### src/rtl/sqvs_pkg.sv
// Shared types, register indexes and constants for the sprite quad vertex setup.
// No dependencies.
package sqvs_pkg;

  localparam int unsigned CfgIdxW = 3;
  localparam int unsigned QuotW   = 18;
  localparam int unsigned DivW    = 13;
  // texture numerator: (2*src + 2*size - 1) * 32768 needs 30 magnitude bits plus sign
  localparam int unsigned NumW      = 31;
  localparam int unsigned DivBits   = 30;
  localparam int unsigned DivBps    = 3;
  localparam int unsigned DivStages = 10;

  typedef enum logic [CfgIdxW-1:0] {
    REG_MAT_XX  = 3'd0,
    REG_MAT_XY  = 3'd1,
    REG_MAT_YX  = 3'd2,
    REG_MAT_YY  = 3'd3,
    REG_TRANS_X = 3'd4,
    REG_TRANS_Y = 3'd5,
    REG_ATLAS_W = 3'd6,
    REG_ATLAS_H = 3'd7
  } cfg_reg_t;

  localparam logic signed [20:0] PosMin = -21'sd1048576;
  localparam logic signed [20:0] PosMax = 21'sd1048575;
  localparam logic signed [17:0] TexMin = -18'sd131072;
  localparam logic signed [17:0] TexMax = 18'sd131071;

  // sprite request as it travels with the vertex phase
  typedef struct packed {
    logic              mirror;
    logic signed [16:0] xl;
    logic signed [16:0] xr;
    logic signed [16:0] yb;
    logic signed [16:0] yt;
    logic [7:0]         red;
    logic [7:0]         green;
    logic [7:0]         blue;
    logic [7:0]         alpha;
  } quad_t;

  // numerators of the four texture divides
  typedef struct packed {
    logic signed [NumW-1:0] sl;
    logic signed [NumW-1:0] sr;
    logic signed [NumW-1:0] tt;
    logic signed [NumW-1:0] tb;
  } tex_num_t;

  typedef struct packed {
    logic signed [17:0] sl;
    logic signed [17:0] sr;
    logic signed [17:0] tt;
    logic signed [17:0] tb;
  } tex_coord_t;

endpackage

### src/rtl/sqvs_xform.sv
// Affine transform of one vertex: two products per axis, sum, truncate, saturate.
// Three register stages; uses sqvs_pkg.
module sqvs_xform (
  input  logic               clk,
  input  logic signed [16:0] x,
  input  logic signed [16:0] y,
  input  logic signed [31:0] ax,
  input  logic signed [31:0] ay,
  input  logic signed [31:0] tr,
  output logic signed [20:0] pos
);
  logic signed [48:0] px_r, py_r;
  logic signed [31:0] tr_r;
  logic signed [50:0] sum_r;
  logic signed [34:0] q_r;

  always_ff @(posedge clk) begin
    px_r  <= x * ax;
    py_r  <= y * ay;
    tr_r  <= tr;
    sum_r <= 51'(px_r) + 51'(py_r) + 51'(tr_r);
    // truncate toward zero: add 65535 for negatives before the shift
    q_r   <= 35'((sum_r + (sum_r[50] ? 51'sd65535 : 51'sd0)) >>> 16);
  end

  always_comb begin
    if (q_r > 35'(sqvs_pkg::PosMax))      pos = sqvs_pkg::PosMax;
    else if (q_r < 35'(sqvs_pkg::PosMin)) pos = sqvs_pkg::PosMin;
    else                                  pos = q_r[20:0];
  end
endmodule

### config.mk
export PLATFORM = sky130hd
export DESIGN_NAME = sqvs_xform
export DESIGN_NICKNAME = d
export VERILOG_FILES = /design/src/rtl/sqvs_pkg.sv /design/src/rtl/sqvs_xform.sv
export SDC_FILE = /design/constraint.sdc
export NUM_CORES = 2
export LEC_CHECK = 0
export ABC_AREA = 1
export BUFFER_PORTS_ARGS = -buffer_cell sky130_fd_sc_hd__buf_2
export CORE_UTILIZATION = 50
export CTS_CLUSTER_SIZE = 14
export DETAILED_ROUTE_END_ITERATION = 16
export GPL_TIMING_DRIVEN = 0
export PLACE_DENSITY_LB_ADDON = 0.2
export SYNTH_ARGS = -nofsm -noshare
export SYNTH_HDL_FRONTEND = slang
export SYNTH_SLANG_ARGS = --single-unit
### constraint.sdc
create_clock -name clk -period 7.2 [get_ports clk]
set_clock_uncertainty 0.2 [all_clocks]
set_input_delay 1.08 -clock clk [delete_from_list [all_inputs] [get_ports clk]]
set_output_delay 1.08 -clock clk [all_outputs]
set_load 0.1 [all_outputs]
==> impl_metrics.yaml <==
placement:
  gp_congestion: 1.00
  placedCellCount: 8833
  place_hpwl_um: 147000
  io_buffers: 87
cts:
  cts_max_path_buffers: 3
  cts_buffers: 24
  cts_root_buffer: "clkbuf_16"
  clock_latency_ps: 530
  clkTransAtPathRegs_ps: 60
  htree_num_levels: 1
  clock_sinks: 216
  postCtsSetupBuffers: 0
  cts_tree: "yes"
floorplanning:
  initial_utilization: 0.504
  die_w_um: 328
  dieArea_mm2: 0.107
  die_h_um: 328
  io_pins: 152
  num_rows: 119
  design.core.area_mm2: 0.105
logic_synthesis:
  ys_async_sr_fraction: 0
  yosysWarnings: 0
  synthCells: 7355
  seq_area_frac_synth: 0.0815
  synth_nets: 8872
  yosys.cell_types.count: 48
  synthFlopType: "dfxtp_1"
  synth_seq_cells: 216
  syn-cell-area_mm2: 0.0531
  synth_edf_count: 0
  syn_area_per_cell_um2: 7.22
timing:
  rsz0062_at_grt: "false"
  fmax_mhz: 141
  period_needed_ps: 7110
  setup_violations: 0
  final_max_slew_viol_count: 0
  hold_viol: 0
  maxSlewHeadroom: 0.252
  worst_pin_slew_ps: 1120
  fin_crit_sh: 0.987
grt:
  grt_max_degree: 19
  overflow: 0
  antenna_found_initial: 11
  grt_pass1_vias: 45216
  track_usage: 0.322
  grt_pass1_wl_um: 261000
detailed_routing:
  antenna_left: 0
  vias_per_cell: 5.04
  drt_iter0_markers: 3892
  post_drt_wl_per_cell_um: 19.0
  drt_wl_total_um: 168000
  first_pass_iters: 6
  post-route-drc-count: 0
  via_count: 44731
final_layout:
  nets: 8981
  layout-drive-gt1-share: 0.0372
  fill_cells: 10540
  area_growth_pct: 5.92
  instances_no_fill: 8875
hold_path:
  min_path_type: "register to register"
status:
  outcome: "complete, no violations"
worst_setup_path:
  r2r_slack_ps: 3580
  path_class: "primary input to register"
  crit_required_ps: 7360
  crit_path_end_kind: "register"
  arrival_ps: 7270
  cp_max_fo: 10
  cp-start-kind: "primary input"
run:
  drv_cap: 0
routing by layer:
metal	track usage	routed length (µm)	vias up
met1	0.452	72400	21780
met5	0	40	-
met3	0.0416	13700	289
li1	-	-	20939
met4	0.0886	5320	6
met2	0.524	76800	1717
Yosys cell counts (2+ instances only):
cell,number,area share
inv_1,2135,0.15
a21o_1,3,0.00042
nor4_1,7,0.00083
nor2_2,11,0.0013
and3_1,3,0.00035
nand2_1,2324,0.16
clkbuf_1,233,0.016
nor3_4,3,0.00092
nor2_4,3,0.00064
or2_2,11,0.0013
nand2_2,10,0.0012
dfxtp_1,216,0.081
o21ai_0,54,0.0051
nor3_2,2,0.00038
and2_1,2,0.00024
o211ai_2,3,0.00071
inv_2,7,0.00050
nor3b_2,2,0.00047
buf_2,3,0.00028
fa_1,1092,0.41
xnor2_1,33,0.0054
a21oi_1,151,0.014
o21ai_2,5,0.00083
nor3b_1,2,0.00028
nand4_1,59,0.0070
nor2_1,372,0.026
xor2_1,63,0.010
o21bai_1,11,0.0016
nor3_1,27,0.0025
nand3_1,180,0.017
nand3b_1,17,0.0024
a21oi_2,2,0.00033
ha_1,294,0.069
timing repair:
action	CTS	global route
hold buffers	0	0
setup endpoints to repair	9	36
gates cloned	0	0
resized for setup	13	149
hold endpoints to repair	0	0
final timing paths:
| kind | startpoint | to | cells past startpoint |
|---|---|---|---|
| setup reg to reg | tr_r[31] | sum_r[50] | 11 |
| hold reg to reg | sum_r[48] | q_r[32] | 2 |
| setup / recovery | ay[11] | py_r[22] | 23 |
| hold / removal | sum_r[48] | q_r[32] | 2 |
cell type report:
type | count | area, µm² | area share
sequential | 216 | 4320 | 0.0769
buffer | 233 | 985 | 0.0175
timing repair buffer | 87 | 435 | 0.00775
clock inverter | 11 | 153 | 0.00272
antenna | 2 | 5.00 | 0.0000890
clock buffer | 33 | 706 | 0.0126
inverter | 2142 | 8040 | 0.143
tap | 1391 | 1740 | 0.0310
multi-input combinational | 4760 | 39800 | 0.708
critical path, stage by stage:
cell      delay (ps)
clkbuf_1         480
clkbuf_2         450
nand2_1          140
fa_1             560
inv_1             50
fa_1             480
fa_1             640
fa_1             450
fa_1             490
inv_1             50
fa_1             580
inv_1             70
ha_1             440
nand2_1          110
inv_1             80
nand2_1           50
inv_1            110
nand2_1           80
inv_1            160
nand2_1           70
nand2_1           70
a21oi_1           50
xnor2_1          500
registers in the layout (all words and copies together), names as in the netlist:
| register | cells |
|---|---|
| tr_r | 32 |
| px_r | 49 |
| sum_r | 51 |
| py_r | 49 |
| q_r | 35 |
cells by family after synthesis:
group,after synthesis,share of synthesized area
AO/OA/AOI/OAI,236,0.0242
XOR/XNOR,97,0.0162
adder cells (fa/ha/maj),1386,0.481
buffers and inverters,2379,0.168
flip-flops,216,0.0815
AND/OR/NAND/NOR,3041,0.228
cell usage in the layout, fill, tap and decap left out, types with 62 or more instances in the layout:
cell and instances:
fa_1 1090, clkbuf_1 154, nand2_1 2324, inv_1 2135
xor2_1 62, dfxtp_1 216, clkbuf_2 75, nor2_1 372
a21oi_1 151, ha_1 294, nand3_1 180, buf_2 91
through the flow:
stage          setup TNS [ps]  hold slack, ps  utilization  setup slack [ps]  cell area [µm²]
2_1_floorplan               0             231            -               644            53100
3_3_place_gp           -22340             283        0.525              -648            55200
3_5_place_dp           -22670             283        0.525              -670            55200
4_1_cts                     0             292        0.533              22.4            56100
5_1_grt                     0             319        0.534              4.74            56200
6_report                    0             292        0.534              92.3            56200
Power is not shown: default switching activity piles up to over one toggle a cycle in this logic, so the estimate is an artifact.
