--- config.mk ---
export PLATFORM = sky130hd
export DESIGN_NAME = sqvs_div
export DESIGN_NICKNAME = d
export VERILOG_FILES = /design/src/rtl/sqvs_pkg.sv /design/src/rtl/sqvs_div.sv
export SDC_FILE = /design/constraint.sdc
export NUM_CORES = 2
export LEC_CHECK = 0
export ABC_AREA = 1
export BUFFER_PORTS_ARGS = -buffer_cell sky130_fd_sc_hd__buf_4
export CORE_ASPECT_RATIO = 0.5
export CORE_MARGIN = 5
export CORE_UTILIZATION = 40
export CTS_CLUSTER_SIZE = 25
export DETAILED_ROUTE_END_ITERATION = 16
export PLACE_DENSITY = 0.56
export SLEW_MARGIN = 20
export SYNTH_ARGS = -nofsm -noshare
export SYNTH_HDL_FRONTEND = slang
export SYNTH_SLANG_ARGS = --single-unit
--- constraint.sdc ---
create_clock -name clk -period 5.05 [get_ports clk]
set_input_delay 0.505 -clock clk [delete_from_list [all_inputs] [get_ports clk]]
set_output_delay 0.505 -clock clk [all_outputs]
set_load 0.05 [all_outputs]
--- src/rtl/sqvs_pkg.sv ---
// Shared types, register indexes and constants for the sprite quad vertex setup.
// No dependencies.
package sqvs_pkg;

  localparam int unsigned CfgIdxW = 3;
  localparam int unsigned QuotW   = 18;
  localparam int unsigned DivW    = 13;
  // texture numerator: (2*src + 2*size - 1) * 32768 needs 30 magnitude bits plus sign
  localparam int unsigned NumW      = 31;
  localparam int unsigned DivBits   = 30;
  localparam int unsigned DivBps    = 3;
  localparam int unsigned DivStages = 10;

  typedef enum logic [CfgIdxW-1:0] {
    REG_MAT_XX  = 3'd0,
    REG_MAT_XY  = 3'd1,
    REG_MAT_YX  = 3'd2,
    REG_MAT_YY  = 3'd3,
    REG_TRANS_X = 3'd4,
    REG_TRANS_Y = 3'd5,
    REG_ATLAS_W = 3'd6,
    REG_ATLAS_H = 3'd7
  } cfg_reg_t;

  localparam logic signed [20:0] PosMin = -21'sd1048576;
  localparam logic signed [20:0] PosMax = 21'sd1048575;
  localparam logic signed [17:0] TexMin = -18'sd131072;
  localparam logic signed [17:0] TexMax = 18'sd131071;

  // sprite request as it travels with the vertex phase
  typedef struct packed {
    logic              mirror;
    logic signed [16:0] xl;
    logic signed [16:0] xr;
    logic signed [16:0] yb;
    logic signed [16:0] yt;
    logic [7:0]         red;
    logic [7:0]         green;
    logic [7:0]         blue;
    logic [7:0]         alpha;
  } quad_t;

  // numerators of the four texture divides
  typedef struct packed {
    logic signed [NumW-1:0] sl;
    logic signed [NumW-1:0] sr;
    logic signed [NumW-1:0] tt;
    logic signed [NumW-1:0] tb;
  } tex_num_t;

  typedef struct packed {
    logic signed [17:0] sl;
    logic signed [17:0] sr;
    logic signed [17:0] tt;
    logic signed [17:0] tb;
  } tex_coord_t;

endpackage

--- src/rtl/sqvs_div.sv ---
// Pipelined signed divide by unsigned 13-bit divisor with saturation to 18 bits.
// Restoring divide on the magnitude, a few quotient bits per stage; uses sqvs_pkg.
module sqvs_div (
  input  logic                                clk,
  input  logic                                rst_n,
  input  logic                                in_vld,
  input  logic signed [sqvs_pkg::NumW-1:0]    num,
  input  logic [sqvs_pkg::DivW-1:0]           den,
  output logic                                out_vld,
  output logic signed [sqvs_pkg::QuotW-1:0]   quo
);
  localparam int unsigned NB  = sqvs_pkg::DivBits;
  localparam int unsigned BPS = sqvs_pkg::DivBps;
  localparam int unsigned NS  = sqvs_pkg::DivStages;
  localparam int unsigned DW  = sqvs_pkg::DivW;
  localparam int unsigned NW  = sqvs_pkg::NumW;

  logic [NB-1:0] mag0;
  logic [DW-1:0] den0;
  assign mag0 = num[NW-1] ? NB'(-num) : NB'(num);
  // zero atlas size divides by one
  assign den0 = (den == '0) ? DW'(1) : den;

  logic          vld_r [NS];
  logic [NB-1:0] q_r   [NS];
  logic [DW:0]   rem_r [NS];
  logic [DW-1:0] den_r [NS];
  logic          neg_r [NS];

  for (genvar s = 0; s < NS; s++) begin : g_st
    logic          vld_in, neg_in;
    logic [NB-1:0] q_in, q_nxt;
    logic [DW:0]   r_in, r_nxt;
    logic [DW-1:0] d_in;
    if (s == 0) begin : g_head
      assign vld_in = in_vld;
      assign q_in   = mag0;
      assign r_in   = '0;
      assign d_in   = den0;
      assign neg_in = num[NW-1];
    end else begin : g_tail
      assign vld_in = vld_r[s-1];
      assign q_in   = q_r[s-1];
      assign r_in   = rem_r[s-1];
      assign d_in   = den_r[s-1];
      assign neg_in = neg_r[s-1];
    end
    always_comb begin
      logic [DW+1:0] t;
      q_nxt = q_in;
      r_nxt = r_in;
      for (int b = 0; b < BPS; b++) begin
        t = {r_nxt, q_nxt[NB-1]};
        q_nxt = {q_nxt[NB-2:0], 1'b0};
        if (t >= {2'b0, d_in}) begin
          t = t - {2'b0, d_in};
          q_nxt[0] = 1'b1;
        end
        r_nxt = t[DW:0];
      end
    end
    always_ff @(posedge clk) begin
      if (!rst_n) vld_r[s] <= 1'b0;
      else        vld_r[s] <= vld_in;
      q_r[s]   <= q_nxt;
      rem_r[s] <= r_nxt;
      den_r[s] <= d_in;
      neg_r[s] <= neg_in;
    end
  end

  logic [NB-1:0] q;
  assign q = q_r[NS-1];
  always_comb begin
    if (neg_r[NS-1]) quo = (q > NB'(131072)) ? sqvs_pkg::TexMin : 18'(-$signed({1'b0, q}));
    else             quo = (q > NB'(131071)) ? sqvs_pkg::TexMax : 18'(q);
  end
  assign out_vld = vld_r[NS-1];
endmodule

==> impl_results.md <==
* Failing checks: negative setup slack
* Share of the synthesized area in the top cell type at 31.14%
* Period utilization at 102.4%
* Hold Startpoint: den[6]
* First-pass GRT wire length at 191500 um
* Setup WS post-layout at -0.1234 ns
* Met3 usage at 2.561%
* Syn_nets at 5300
* Worst EP arrival at 5.67 ns
* Vias/cell at 4.999
* Fraction of layout cells with a size suffix above 1 at 49.35%
* Slew @ Worst Pin at 0.6998 ns
* Mapped Area at 0.03619 sq mm
* Hold Path Class: in -> reg
* Final clock skew at 0.03456 ns
* # rows at 78
* Worst r2r src: den_r[6][4]$_DFF_P_
* Tmin final at 5.173 ns
* Synthesis-to-layout area growth at 67.07%
* Top cell type by total area after synthesis: dfxtp_1
* Startpoint Class: flip-flop
* Drt first-iter violations at 1963
* Seq/Total Area, Yosys at 31.14%
* Worst stage delay on the critical path at 0.34 ns
* Vias in the first global route at 37626
* DRT Wirelength at 130700 um
* Synth Register Bits at 563
* GR peak layer: met2
* RSZ-0062 raised after global routing: true
* Root Driver: clkbuf_16
* Grt met1 use at 29.92%
* Met2 usage at 43.58%
* HPWL Detailed at 96140 um
* Clock transition at the registers of the reported paths at 0.07 ns
* GRT overflow at 0
* CTS buffer count at 54
* Largest net degree at the start of global routing at 20
* Fin util at 67.05%
* Buffers on Ports at 65
* MaxCap Viol Count at 0
* GRT Overall Usage at 23.98%
* Latest clock arrival within the worst-skew pair at 0.64 ns
* Post-route DRC violation count at 0
* Avg Cell Area, Syn at 7.469 sq um
* Synth Instances at 4845
* Diodes inserted at 0
* Fillers at 7188
* Die H at 222.7 um
* Worst setup startpoint: den_r[6][4]$_DFF_P_
* Full die area at 0.09695 sq mm
* Required time of the critical path at 5.55 ns
* Detail Route Antenna Nets at 0
* Kind of critical path: reg -> reg
* Total core area at 0.09018 sq mm
* Initial antenna violation count at 3
* Crit-path most repeated cell: nand2_1
* Critical Path Slowest Stage Cell: dfxtp_2
* Slew margin rel. at 53.24%
* H-tree depth at 2
* Number of synthesized flops with an enable pin at 0
* Detail-routed net length per standard cell at 16.68 um
* Async SR Flop Fraction at 0%
* FF-to-FF setup slack at -0.12 ns
* Dominant cells by area after synthesis: dfxtp_1 (31%), ha_1 (13%), nand2_1 (12%)
* Synth Warn # at 0
* Status: finished with violations
* Initial Util at 40.13%
* Longest Clk Path Bufs at 3
* CTS sink cnt at 563
* Top FF cell, synth: dfxtp_1
* NumNets Final at 7048
* CP max FO at 7
* Max frequency at 193.3 MHz
* Setup violators final at 40
* Gpl congestion at 0.9254
* Final Cell Area at 0.06046 sq mm
* Die Wd at 435.4 um
* I/O pins at 66
* Vias after detailed routing at 39185
* Final Max Slew Viols at 0
* Yosys cell types at 70
* Final hold vios at 0
* CP endpoint kind: flip-flop
* DP Area at 0.04851 sq mm
* TritonCTS clock tree: built
* Pre-antenna DRT Iters at 6
## sequential cells by signal (all words and copies together), names as in the netlist
name	cells
neg_r	10
vld_r	10
den_r	117
rem_r	126
q_r	300
## metal layers
metal	wire length, um	vias up
met1	56260	18451
met3	4280	267
met5	0	-
met2	65430	780
met4	4733	0
li1	-	19687
## Yosys cell counts, types with 16 or more instances
| cell type | number |
|---|---|
| nand3b_1 | 28 |
| xnor2_1 | 118 |
| nor4_1 | 20 |
| clkbuf_1 | 24 |
| o21a_1 | 26 |
| inv_1 | 534 |
| nand3_1 | 268 |
| buf_6 | 16 |
| o21ai_0 | 273 |
| a21o_1 | 37 |
| ha_1 | 380 |
| nand4_1 | 80 |
| buf_2 | 25 |
| nand2_2 | 41 |
| nand3_2 | 21 |
| nor3_1 | 62 |
| xor2_1 | 195 |
| a21oi_1 | 371 |
| a31oi_1 | 20 |
| nand2_1 | 1144 |
| dfxtp_1 | 563 |
| nor2_1 | 287 |
| buf_4 | 16 |
| or2_2 | 24 |
| fa_1 | 28 |
| o21ai_1 | 54 |
## worst max-delay path, delay by kind of cell (launching register included)
kind | cells | cell delay, ns
fa+ha+maj | 3 | 0.79
buf+inv | 8 | 0.99
simple gates | 18 | 1.86
flops | 1 | 0.34
compound gates | 7 | 1.05
## layout make-up
class / count / area (sq um) / share of cell area [%]
Timing Repair Buffer: 1760 / 13960 / 23.09
Tap cell: 1200 / 1501 / 2.483
Clock buffer: 58 / 1418 / 2.345
Multi-Input combinational cell: 3661 / 29450 / 48.71
Clock inverter: 43 / 516.7 / 0.8547
Inverter: 550 / 2172 / 3.592
Sequential cell: 563 / 11420 / 18.89
Timing Repair inverter: 3 / 18.77 / 0.03104
## timing repair
action / CTS / global route
hold endpoints to repair: 1 / 0
cloned: 15 / 14
pin swaps: 154 / 526
setup endpoints to repair: 121 / 136
buffers inserted: 124 / 162
resized for setup: 585 / 1141
hold buffers: 1 / 0
## layout by cell type, fill, tap and decap left out, types with 31 or more instances in the layout
master / n
nor3_1: 31
ha_1: 144
nor2_4: 50
buf_6: 67
clkbuf_16: 62
o21ai_2: 97
dfxtp_1: 468
a21oi_2: 136
xnor2_1: 110
ha_4: 225
dfxtp_2: 83
nand3_1: 220
o21ai_1: 79
nand4_1: 80
a21o_1: 37
nand2_2: 219
inv_1: 411
nand2_4: 67
xor2_1: 191
o21ai_0: 131
a21oi_1: 197
nand2_1: 915
nand3_2: 57
nor2_2: 59
a21oi_4: 48
buf_4: 1653
inv_2: 116
nor2_1: 202
## kinds of logic after synthesis
| logic type | count (synthesis) | synth area share, % |
|---|---|---|
| flops | 563 | 31.14 |
| fa+ha+maj | 408 | 14.69 |
| xor+xnor | 313 | 7.575 |
| buf+inv | 633 | 7.167 |
| compound gates | 880 | 13.64 |
| simple gates | 2047 | 25.76 |
| mux | 1 | 0.03111 |
## worst paths after layout
check,to,cells after the start
max reg2reg,rem_r[7][11]$_DFF_P_,36
max,rem_r[7][11]$_DFF_P_,36
min,den_r[0][6]$_DFF_P_,1
min reg2reg,q_r[4][28]$_DFF_P_,0
## metrics by stage
| step | hold slack (ns) | setup TNS [ns] | setup slack [ns] | instances |
|---|---|---|---|---|
| finish | 0.03858 | -3.015 | -0.1234 | 7838 |
| global route | 0.01413 | -23.32 | -0.4156 | 7838 |
| CTS | 0.0002255 | -0.5194 | -0.06553 | 7677 |
| detailed placement | 0.3121 | -58.76 | -0.6050 | 7436 |
| global placement | 0.3099 | -52.78 | -0.7138 | 7436 |
| floorplan | 0.3096 | 0 | 0.001384 | 4845 |
Power is not shown: default switching activity piles up to over one toggle a cycle in this logic, so the estimate is an artifact.
